[src/rtl/cbhd_pkg.sv]
// shared types, status codes and constants for the cbor head decoder
`default_nettype none

package cbhd_pkg;

  // result status codes
  localparam logic [1:0] ST_OK          = 2'd0;
  localparam logic [1:0] ST_INCOMPLETE  = 2'd1;
  localparam logic [1:0] ST_UNSUPPORTED = 2'd2;
  localparam logic [1:0] ST_MALFORMED   = 2'd3;

  // initial byte layout
  localparam int unsigned MAJOR_W  = 3;
  localparam int unsigned INFO_W   = 5;
  localparam int unsigned REMAIN_W = 4;
  localparam int unsigned WCODE_W  = 2;

  localparam logic [INFO_W-1:0]  INLINE_LIMIT  = 5'd24;
  localparam logic [INFO_W-1:0]  EXTENDED_LAST = 5'd27;
  localparam logic [MAJOR_W-1:0] MAJOR_NEG_INT = 3'd1;
  localparam logic [MAJOR_W-1:0] MAJOR_LAST_OK = 3'd5;

  // smallest argument that is legal for 1, 2, 4 and 8 following bytes
  localparam logic [63:0] MIN_ARGUMENT [4] = '{
    64'd24, 64'd256, 64'd65536, 64'd4294967296
  };

  typedef struct packed {
    logic [7:0] byte_value;
    logic       last_available;
  } in_item_t;

  typedef struct packed {
    logic [1:0]  status;
    logic [2:0]  major_type;
    logic [63:0] argument;
    logic [3:0]  head_len;
  } out_item_t;

  // decoder state carried between bytes of one head
  typedef struct packed {
    logic [REMAIN_W-1:0] bytes_remaining;
    logic [WCODE_W-1:0]  width_code;
    logic [MAJOR_W-1:0]  held_major;
    logic [63:0]         accumulator;
  } dec_state_t;

endpackage

`default_nettype wire

[src/rtl/cbhd_decode.sv]
// combinational head decode: one byte against the current state
`default_nettype none

module cbhd_decode (
  input  cbhd_pkg::dec_state_t state,
  input  cbhd_pkg::in_item_t   item,
  output cbhd_pkg::dec_state_t state_next,
  output logic                 res_valid,
  output cbhd_pkg::out_item_t  res
);

  logic [cbhd_pkg::MAJOR_W-1:0]  major;
  logic [cbhd_pkg::INFO_W-1:0]   info;
  logic [cbhd_pkg::WCODE_W-1:0]  wcode_new;
  logic [cbhd_pkg::REMAIN_W-1:0] remain_dec;
  logic [63:0]                   acc_shift;

  assign major      = item.byte_value[7:5];
  assign info       = item.byte_value[4:0];
  assign wcode_new  = cbhd_pkg::WCODE_W'(info - cbhd_pkg::INLINE_LIMIT);
  assign remain_dec = state.bytes_remaining - 4'd1;
  assign acc_shift  = {state.accumulator[55:0], item.byte_value};

  always_comb begin
    state_next = '0;
    res_valid  = 1'b0;
    res        = '0;
    if (state.bytes_remaining == '0) begin
      // initial byte
      priority if (major == cbhd_pkg::MAJOR_NEG_INT || major > cbhd_pkg::MAJOR_LAST_OK) begin
        res_valid  = 1'b1;
        res.status = cbhd_pkg::ST_UNSUPPORTED;
      end else if (info < cbhd_pkg::INLINE_LIMIT) begin
        res_valid      = 1'b1;
        res.status     = cbhd_pkg::ST_OK;
        res.major_type = major;
        res.argument   = 64'(info);
        res.head_len   = 4'd1;
      end else if (info > cbhd_pkg::EXTENDED_LAST) begin
        res_valid  = 1'b1;
        res.status = cbhd_pkg::ST_MALFORMED;
      end else if (item.last_available) begin
        res_valid  = 1'b1;
        res.status = cbhd_pkg::ST_INCOMPLETE;
      end else begin
        state_next.bytes_remaining = 4'd1 << wcode_new;
        state_next.width_code      = wcode_new;
        state_next.held_major      = major;
      end
    end else begin
      // argument byte
      priority if (remain_dec == '0) begin
        res_valid = 1'b1;
        if (acc_shift < cbhd_pkg::MIN_ARGUMENT[state.width_code]) begin
          res.status = cbhd_pkg::ST_MALFORMED;
        end else begin
          res.status     = cbhd_pkg::ST_OK;
          res.major_type = state.held_major;
          res.argument   = acc_shift;
          res.head_len   = (4'd1 << state.width_code) + 4'd1;
        end
      end else if (item.last_available) begin
        res_valid  = 1'b1;
        res.status = cbhd_pkg::ST_INCOMPLETE;
      end else begin
        state_next.bytes_remaining = remain_dec;
        state_next.width_code      = state.width_code;
        state_next.held_major      = state.held_major;
        state_next.accumulator     = acc_shift;
      end
    end
  end

endmodule

`default_nettype wire

[src/rtl/cbhd_out_reg.sv]
// result register with valid/stall handshake toward the consumer
`default_nettype none

module cbhd_out_reg (
  input  logic                clk,
  input  logic                rst,
  input  logic                load,
  input  cbhd_pkg::out_item_t load_data,
  output logic                free,
  output logic                out_valid,
  input  logic                out_stall,
  output cbhd_pkg::out_item_t out_data
);

  logic                valid;
  cbhd_pkg::out_item_t data;

  // slot can take a result if empty or being drained this cycle
  assign free      = !valid || !out_stall;
  assign out_valid = valid;
  assign out_data  = data;

  always_ff @(posedge clk) begin
    if (rst) begin
      valid <= 1'b0;
    end else if (load) begin
      valid <= 1'b1;
    end else if (!out_stall) begin
      valid <= 1'b0;
    end
  end

  always_ff @(posedge clk) begin
    if (load) begin
      data <= load_data;
    end
  end

endmodule

`default_nettype wire

[src/rtl/cbor_head_decoder_unit.sv]
// top level of the cbor data item head decoder
`default_nettype none

// channel | dir | payload               | handshake
// --------+-----+-----------------------+------------------------------
// in      | in  | in_item_t (byte,last) | in_valid / in_stall
// out     | out | out_item_t (result)   | out_valid / out_stall
//
// one byte per cycle unless out_stall holds a result back: a byte goes into the
// input register, then through the decode logic into the result register, so
// a result is registered once more after its byte is accepted; throughput is
// one byte per cycle while no result is held back by out_stall
// reset (rst, synchronous) empties both registers and returns the decoder to
// awaiting an initial byte
// a byte that produces a result waits in the input register only while the
// result register is full and stalled; bytes in the middle of a head pass on
// regardless of out_stall

module cbor_head_decoder_unit (
  input  logic                clk,
  input  logic                rst,
  input  logic                in_valid,
  output logic                in_stall,
  input  cbhd_pkg::in_item_t  in_data,
  output logic                out_valid,
  input  logic                out_stall,
  output cbhd_pkg::out_item_t out_data
);

  // input register
  logic               s1_valid;
  logic               s1_valid_next;
  cbhd_pkg::in_item_t s1_data;

  // decoder state across the bytes of one head
  cbhd_pkg::dec_state_t state;
  cbhd_pkg::dec_state_t state_next;

  logic                res_valid;
  cbhd_pkg::out_item_t res;
  logic                out_free;
  logic                advance;
  logic                in_take;

  cbhd_decode u_decode (
    .state      (state),
    .item       (s1_data),
    .state_next (state_next),
    .res_valid  (res_valid),
    .res        (res)
  );

  // byte leaves the input register when its result (if any) has a slot
  assign advance  = s1_valid && (!res_valid || out_free);
  assign in_stall = s1_valid && !advance;
  assign in_take  = in_valid && !in_stall;

  assign s1_valid_next = in_take || (s1_valid && !advance);

  always_ff @(posedge clk) begin
    if (rst) begin
      s1_valid <= 1'b0;
    end else begin
      s1_valid <= s1_valid_next;
    end
  end

  always_ff @(posedge clk) begin
    if (in_take) begin
      s1_data <= in_data;
    end
  end

  // state only moves when a byte is consumed
  always_ff @(posedge clk) begin
    if (rst) begin
      state <= '0;
    end else if (advance) begin
      state <= state_next;
    end
  end

  cbhd_out_reg u_out_reg (
    .clk       (clk),
    .rst       (rst),
    .load      (advance && res_valid),
    .load_data (res),
    .free      (out_free),
    .out_valid (out_valid),
    .out_stall (out_stall),
    .out_data  (out_data)
  );

endmodule

`default_nettype wire

[config.mk]
export PLATFORM = sky130hd
export DESIGN_NAME = cbor_head_decoder_unit
export DESIGN_NICKNAME = d
export VERILOG_FILES = /design/src/rtl/cbhd_pkg.sv /design/src/rtl/cbhd_decode.sv /design/src/rtl/cbhd_out_reg.sv /design/src/rtl/cbor_head_decoder_unit.sv
export SDC_FILE = /design/constraint.sdc
export NUM_CORES = 1
export LEC_CHECK = 0
export BUFFER_PORTS_ARGS = -buffer_cell sky130_fd_sc_hd__buf_2
export CAP_MARGIN = 15
export CORE_MARGIN = 1
export CORE_UTILIZATION = 55
export CTS_BUF_LIST = sky130_fd_sc_hd__clkbuf_2
export DETAILED_ROUTE_END_ITERATION = 16
export PLACE_DENSITY = 0.8
export SYNTH_ARGS = -nofsm -noshare
export SYNTH_HDL_FRONTEND = slang
export SYNTH_SLANG_ARGS = --single-unit
[constraint.sdc]
create_clock -name clk -period 19 [get_ports clk]
set_clock_uncertainty 0.15 [all_clocks]
set_input_delay 1.9 -clock clk [delete_from_list [all_inputs] [get_ports clk]]
set_output_delay 1.9 -clock clk [all_outputs]
set_load 0.005 [all_outputs]
==> results of run 1 <==
layer usage:
metal / wire length [um] / vias to the layer above
met2: 6000 / 156
li1: - / 2066
met1: 5180 / 2032
met3: 761 / 14
met4: 141 / 0
met5: 0 / -
placed cells by master (no fill, tap or decap), drive strengths merged, types with 7 or more instances in the layout:
| cell type | Yosys | routed |
|---|---|---|
| nor4 | 15 | 15 |
| a21oi | 11 | 11 |
| edfxtp | 82 | 82 |
| nand2 | 61 | 61 |
| nor2 | 9 | 9 |
| inv | 6 | 7 |
| mux2i | 57 | 57 |
| clkbuf | 24 | 20 |
| o21ai | 10 | 10 |
| nand2b | 61 | 61 |
| and2 | 60 | 60 |
| dfxtp | 67 | 67 |
| buf | 8 | 92 |
power by group:
| group | internal [mW] | total (mW) | switching [mW] |
|---|---|---|---|
| Sequential | 0.350 | 0.356 | 0.00525 |
| Clock | 0.0998 | 0.204 | 0.105 |
| Combinational | 0.0171 | 0.0414 | 0.0243 |
through the flow:
step | hold WS (ps) | cell area, um2
after floorplan | 299 | 6340
after global placement | 311 | 6890
after detailed placement | 320 | 6890
after CTS | 338 | 7170
after global routing | 358 | 7170
final | 341 | 7170
flip-flops by register name, summed over array words and instances, names as in the netlist:
name                 count
u_out_reg.out_data      73
state                   65
s1_data                  9
s1_valid                 1
u_out_reg.out_valid      1
critical path: stages, from the launching register on:
cell      delay (ps)
dfxtp_1          390
inv_1            130
ha_1             290
or3b_1           530
a2111o_1         440
nand3_1          180
nor2_1            50
buf_2            130
final cells by class:
class / instances / area (um2)
clock inverter: 11 / 184
multi-input combinational: 354 / 2410
inverter: 6 / 22.5
timing repair buffer: 92 / 473
tap: 140 / 175
sequential: 149 / 3800
clock buffer: 20 / 100
fill: 875 / 3860
logic make-up after synthesis:
group           synth area share [%]
simple gates                    20.7
flops                           60.0
mux                             9.36
compound gates                  5.98
buf+inv                         2.61
fa+ha+maj                       1.18
xor+xnor                       0.138
final timing paths:
path	slack (ps)	to	cells after the start
setup reg to reg	15050	u_out_reg.out_data[41]$_SDFFCE_PP0P_	8
hold / removal	340	state[14]$_SDFFE_PP0P_	2
setup / recovery	14120	in_stall	7
hold reg to reg	340	state[14]$_SDFFE_PP0P_	2
==> metrics.cfg, run 1 <==
[cts]
clk_pin_slew_ps=200
cts_tree=yes
cts_root_buf=clkbuf_2
cts.sinks=149
post_cts_buffers=0
clkLatencyLatePin_ps=710
cts_buffer_depth=2
cts_resized=0
htree_levels=4
holdBufCountCts=0
cts-buffers-inserted=17

[worst_setup_path]
cp.arrival_ps=2830
crit_start=state[69]$_SDFFE_PP0P_
critical_path_class=reg2out
start_kind=register
path_max_fanout=8
endpoint_kind=output pin
reg2reg_from=state[69]$_SDFFE_PP0P_
required_ps=16950

[timing]
setup_tns_ps=0
max_freq_mhz=205
relSlewSlack_pct=31.9
final_max_slew_viol_count=0
fin_crit_sh_pct=25.7
hold_viol=0
setup_violations=0
layout_min_cycle_time_ps=4880
finalWorstSetupSlack_ps=14120
rsz0062_at_grt=no
tightest_slew_ps=1020

[run]
drv_cap=0

[drt]
ant_nets=0
wl_per_cell_um=15.7
viasPerCell=5.53
num_vias=4268
drc_errors=0
dr.pass1.iters=5
drt_iter0_markers=216
drt-total-wl_um=12100

[die]
die_h_um=109
io_pins=88
fp.dieW_um=109
initial_utilization_pct=57.4
core_area_um2=11000
dieArea_um2=12000
rows=38

[pwr]
powerDensity_nw_per_um2=83.8
p_leak_nw=2.89
p_total_mw=0.601
ir_drop_mv=0.0572

[min_path]
worstHoldStart=state[6]$_SDFFE_PP0P_
hp-class=reg2reg

[yosys]
synth_top_area_share_pct=38.9
synth_ff_type=edfxtp_1
syn-instance-count=541
yosysMostFrequentCell=edfxtp_1
ys_warn_count=0
synth.distinct_cells=49
async_flop_share_pct=0
synth_commonest_cells=82 x edfxtp_1, 67 x dfxtp_1, 61 x nand2_1, 61 x nand2b_1, 60 x and2_1
synth_top_area_cell=edfxtp_1
synth_edf_count=82
synth-seq-cells=149
ys_seq_area_share_pct=60.0
postSynthAreaPerCell_um2=11.7
mappedNetlistNets=560
synth.area.top_cells=edfxtp_1 39%, dfxtp_1 21%, mux2i_1 9.0%, nand2b_1 6.0%, and2_1 5.9%
synth_area_um2=6340

[layout]
drive_gt1_share_pct=20.6
antennaDiodeCount=0
finalNetCount=639
syn2layout_area_growth_pct=13.2
utilization_pct=65.0
final_cells=772

[grt]
grt_pass1_wl_um=19400
grtUsageTotal_pct=21.4
grt.overflow.total=0
met3_usage_pct=4.68
busiest_layer=met2
grt_max_degree=73
antenna_found_initial=0
use_met2_pct=35.0
first_global_vias=3961
globalRouteMet1Util_pct=28.3

[placed_design]
dp_cells=741
finalWeightedCongestion=0.842
port_buffers=87
hpwl_um=7920
pre_cts_slack_ps=14510

[run_status]
status=finished clean

(Power assumes the default switching activity.)
==> inputs of run 2 (changes only) <==
--- a/config.mk
+++ b/config.mk
@@ -5,6 +5,7 @@
 export SDC_FILE = /design/constraint.sdc
 export NUM_CORES = 1
 export LEC_CHECK = 0
+export ABC_AREA = 1
 export BUFFER_PORTS_ARGS = -buffer_cell sky130_fd_sc_hd__buf_2
 export CAP_MARGIN = 15
 export CORE_MARGIN = 1
==> constraint.sdc (replaced) <==
create_clock -name clk -period 4.9 [get_ports clk]
set_clock_uncertainty 0.15 [all_clocks]
set_input_delay 0.49 -clock clk [delete_from_list [all_inputs] [get_ports clk]]
set_output_delay 0.49 -clock clk [all_outputs]
set_load 0.005 [all_outputs]
==> metrics.cfg, run 2 <==
[placed_design]
dpl-instance-area_um2=6890  ; about the same
dp_cells=939  ; +27%
port_buffers=87  ; unchanged
pre_cts_slack_ps=1710  ; -12,800 ps
hpwl_um=8480  ; +7.1%
finalWeightedCongestion=0.841  ; about the same

[die]
die_h_um=110  ; +0.54%
dieArea_um2=12100  ; +1.1%
fp.dieW_um=110  ; +0.54%
io_pins=88  ; unchanged
rows=39  ; +2.6%
initial_utilization_pct=56.3  ; -1.1 points
core_area_um2=11400  ; +3.1%

[layout]
antennaDiodeCount=0  ; unchanged
utilization_pct=63.6  ; -1.4 points
fillerInstances=970  ; +11%
finalNetCount=846  ; +32%
final_cells=983  ; +27%
drive_gt1_share_pct=19.2  ; -1.4 points
mostFrequentLayoutCell=nor2_1
syn2layout_area_growth_pct=13.0
largest_reg_flops=73  ; unchanged
fin_area_um2=7240  ; +0.89%
most-common-layout-cells=246 x nor2_1, 87 x buf_2, 82 x inv_1, 82 x edfxtp_1, 74 x nand2_1
seqCellArea_um2=3800  ; unchanged
multi_input_area_um2=2090  ; -13%

[timing]
setup_violations=0  ; unchanged
final_max_slew_viol_count=0  ; unchanged
max_freq_mhz=286
relSlewSlack_pct=27.3  ; -4.6 points
setup_tns_ps=0  ; unchanged
whs_ps=263  ; -77.5 ps
fin_crit_sh_pct=71.4
layout_min_cycle_time_ps=3500
hold_viol=0  ; unchanged
finalWorstSetupSlack_ps=1400  ; -12,720 ps
rsz0062_at_grt=no
tightest_slew_ps=1090  ; +65.4 ps

[worst_setup_path]
critical_path_class=reg2out
cpMaxStageDelayCell=buf_4
cp_cell_sequence=inv_1, ha_1, inv_1, nand2_1, nand2_1, nor2_1, nand2_1, nand2_2, buf_4, nand4_1, inv_1, buf_2
path_buf_inv=5  ; +3
endpoint_kind=output pin
start_kind=register
crit_path_max_incr_delay_ps=500  ; -30 ps
cp_top_family=buffers and inverters
path_max_fanout=62  ; +54
required_ps=4260  ; -12,690 ps
cp.arrival_ps=2860  ; +30 ps

[pwr]
powerDensity_nw_per_um2=328  ; +290%
p_total_mw=2.37  ; +290%
p_leak_nw=3.10  ; +7.3%
ir_drop_mv=0.175  ; +210%

[yosys]
ys_seq_area_share_pct=59.4  ; -0.64 points
synth_top_area_cell=edfxtp_1
ys_warn_count=0  ; unchanged
async_flop_share_pct=0  ; unchanged
yosysMostFrequentCell=nor2_1
syn-instance-count=738  ; +36%
synth_area_um2=6400  ; +1.1%
synth_edf_count=82  ; unchanged
mappedNetlistNets=757  ; +35%
synth_ff_type=edfxtp_1
synth.area.top_cells=edfxtp_1 38%, dfxtp_1 21%, nor2_1 14%, inv_1 4.9%, o21ai_0 4.5%
postSynthAreaPerCell_um2=8.68  ; -26%
synth.distinct_cells=31  ; -37%
synth_commonest_cells=246 x nor2_1, 83 x inv_1, 82 x edfxtp_1
synth_top_area_share_pct=38.4  ; -0.42 points
synth-seq-cells=149  ; unchanged

[cts]
cts_buffer_depth=2  ; unchanged
post_cts_buffers=0  ; unchanged
cts_tree=yes
clk_pin_slew_ps=190  ; about the same
cts.sinks=149  ; unchanged
cts_resized=0  ; unchanged
clkLatencyLatePin_ps=700  ; about the same
cts_root_buf=clkbuf_2
htree_levels=4  ; unchanged
cts-buffers-inserted=17  ; unchanged

[min_path]
hp-class=in2reg

[grt]
grt.overflow.total=0  ; unchanged
grt_pass1_wl_um=21600  ; +11%
grtUsageTotal_pct=23.4  ; +2.0 points
first_global_vias=4814  ; +22%
antenna_found_initial=0  ; unchanged
grt_max_degree=63  ; -14%

[drt]
drt_iter0_markers=352  ; +63%
drt-total-wl_um=12900  ; +6.8%
wl_per_cell_um=13.1  ; -16%
dr.pass1.iters=5  ; unchanged
viasPerCell=5.12  ; -7.4%
ant_nets=0  ; unchanged
num_vias=5030  ; +18%
drc_errors=0  ; unchanged

[run]
drv_cap=0  ; unchanged

[run_status]
status=finished clean

## run 2: cell types whose count changed after synthesis, moves of 49 or more
cell / previous run / this run
o21ai_0: 8 / 57
inv_1: 5 / 83
mux2i_1: 57 / 0
nor2_1: 9 / 246
nand2b_1: 61 / 0
and2_1: 60 / 0
## run 2: cell type report
cell class | instances | area share (%)
Clock inverter | 13 | 1.85
Inverter | 89 | 4.65
Clock buffer | 19 | 1.31
Timing Repair Buffer | 103 | 8.27
Sequential cell | 149 | 52.6
Tap cell | 143 | 2.47
Multi-Input combinational cell | 467 | 28.9
## run 2: logic make-up (layout without fill, tap and decap cells)
kind of cell	after synthesis	count (layout)	synth area share, %
AO/OA/AOI/OAI	69	69	5.51
adder cells (fa/ha/maj)	6	6	1.17
buffers and inverters	122	224	7.99
flip-flops	149	149	59.4
AND/OR/NAND/NOR	392	392	25.9
## run 2: layer usage
metal  up-vias  global-route usage [%]  routed length, um
li1       2510                       -                  -
met1      2352                    28.0               5510
met2       151                    39.8               6470
met3        17                    6.16                705
met4         0                    9.33                218
met5         -                       0                  0
## run 2: timing repair
action | 4_1_cts | 5_1_grt
hold buffers | 12 | 0
endpoints found under the setup margin | 0 | 0
hold endpoints to repair | 15 | 0
## run 2: path summary, 6_finish.rpt
kind / start / to / slack, ps / cells past startpoint
worst max-delay path: state[69]$_SDFFE_PP0P_ / in_stall / 1400 / 12
worst min-delay path: out_stall / state[71]$_SDFFE_PP0P_ / 260 / 7
worst max register to register: state[69]$_SDFFE_PP0P_ / state[39]$_SDFFE_PP0P_ / 1670 / 14
worst min register to register: state[64]$_SDFFE_PP0P_ / state[64]$_SDFFE_PP0P_ / 330 / 2
## run 2: where the power goes
group          leakage, nW  total [mW]  internal, mW  switching, mW
logic                 1.58       0.292        0.0969          0.195
registers             1.39        1.42          1.38         0.0352
clock network        0.130       0.664         0.234          0.430
## run 2: worst register-to-register path, stage by stage, from the launching register on
cell     delay [ps]
dfxtp_1         370
inv_1           120
ha_1            240
inv_1            60
nand2_1          70
nand2_1          50
nor2_1           90
nand2_1         110
nand2_2          90
buf_4           500
nand3_4         170
nand2_4         440
inv_4           400
nor2_1          220
nor2_1           80
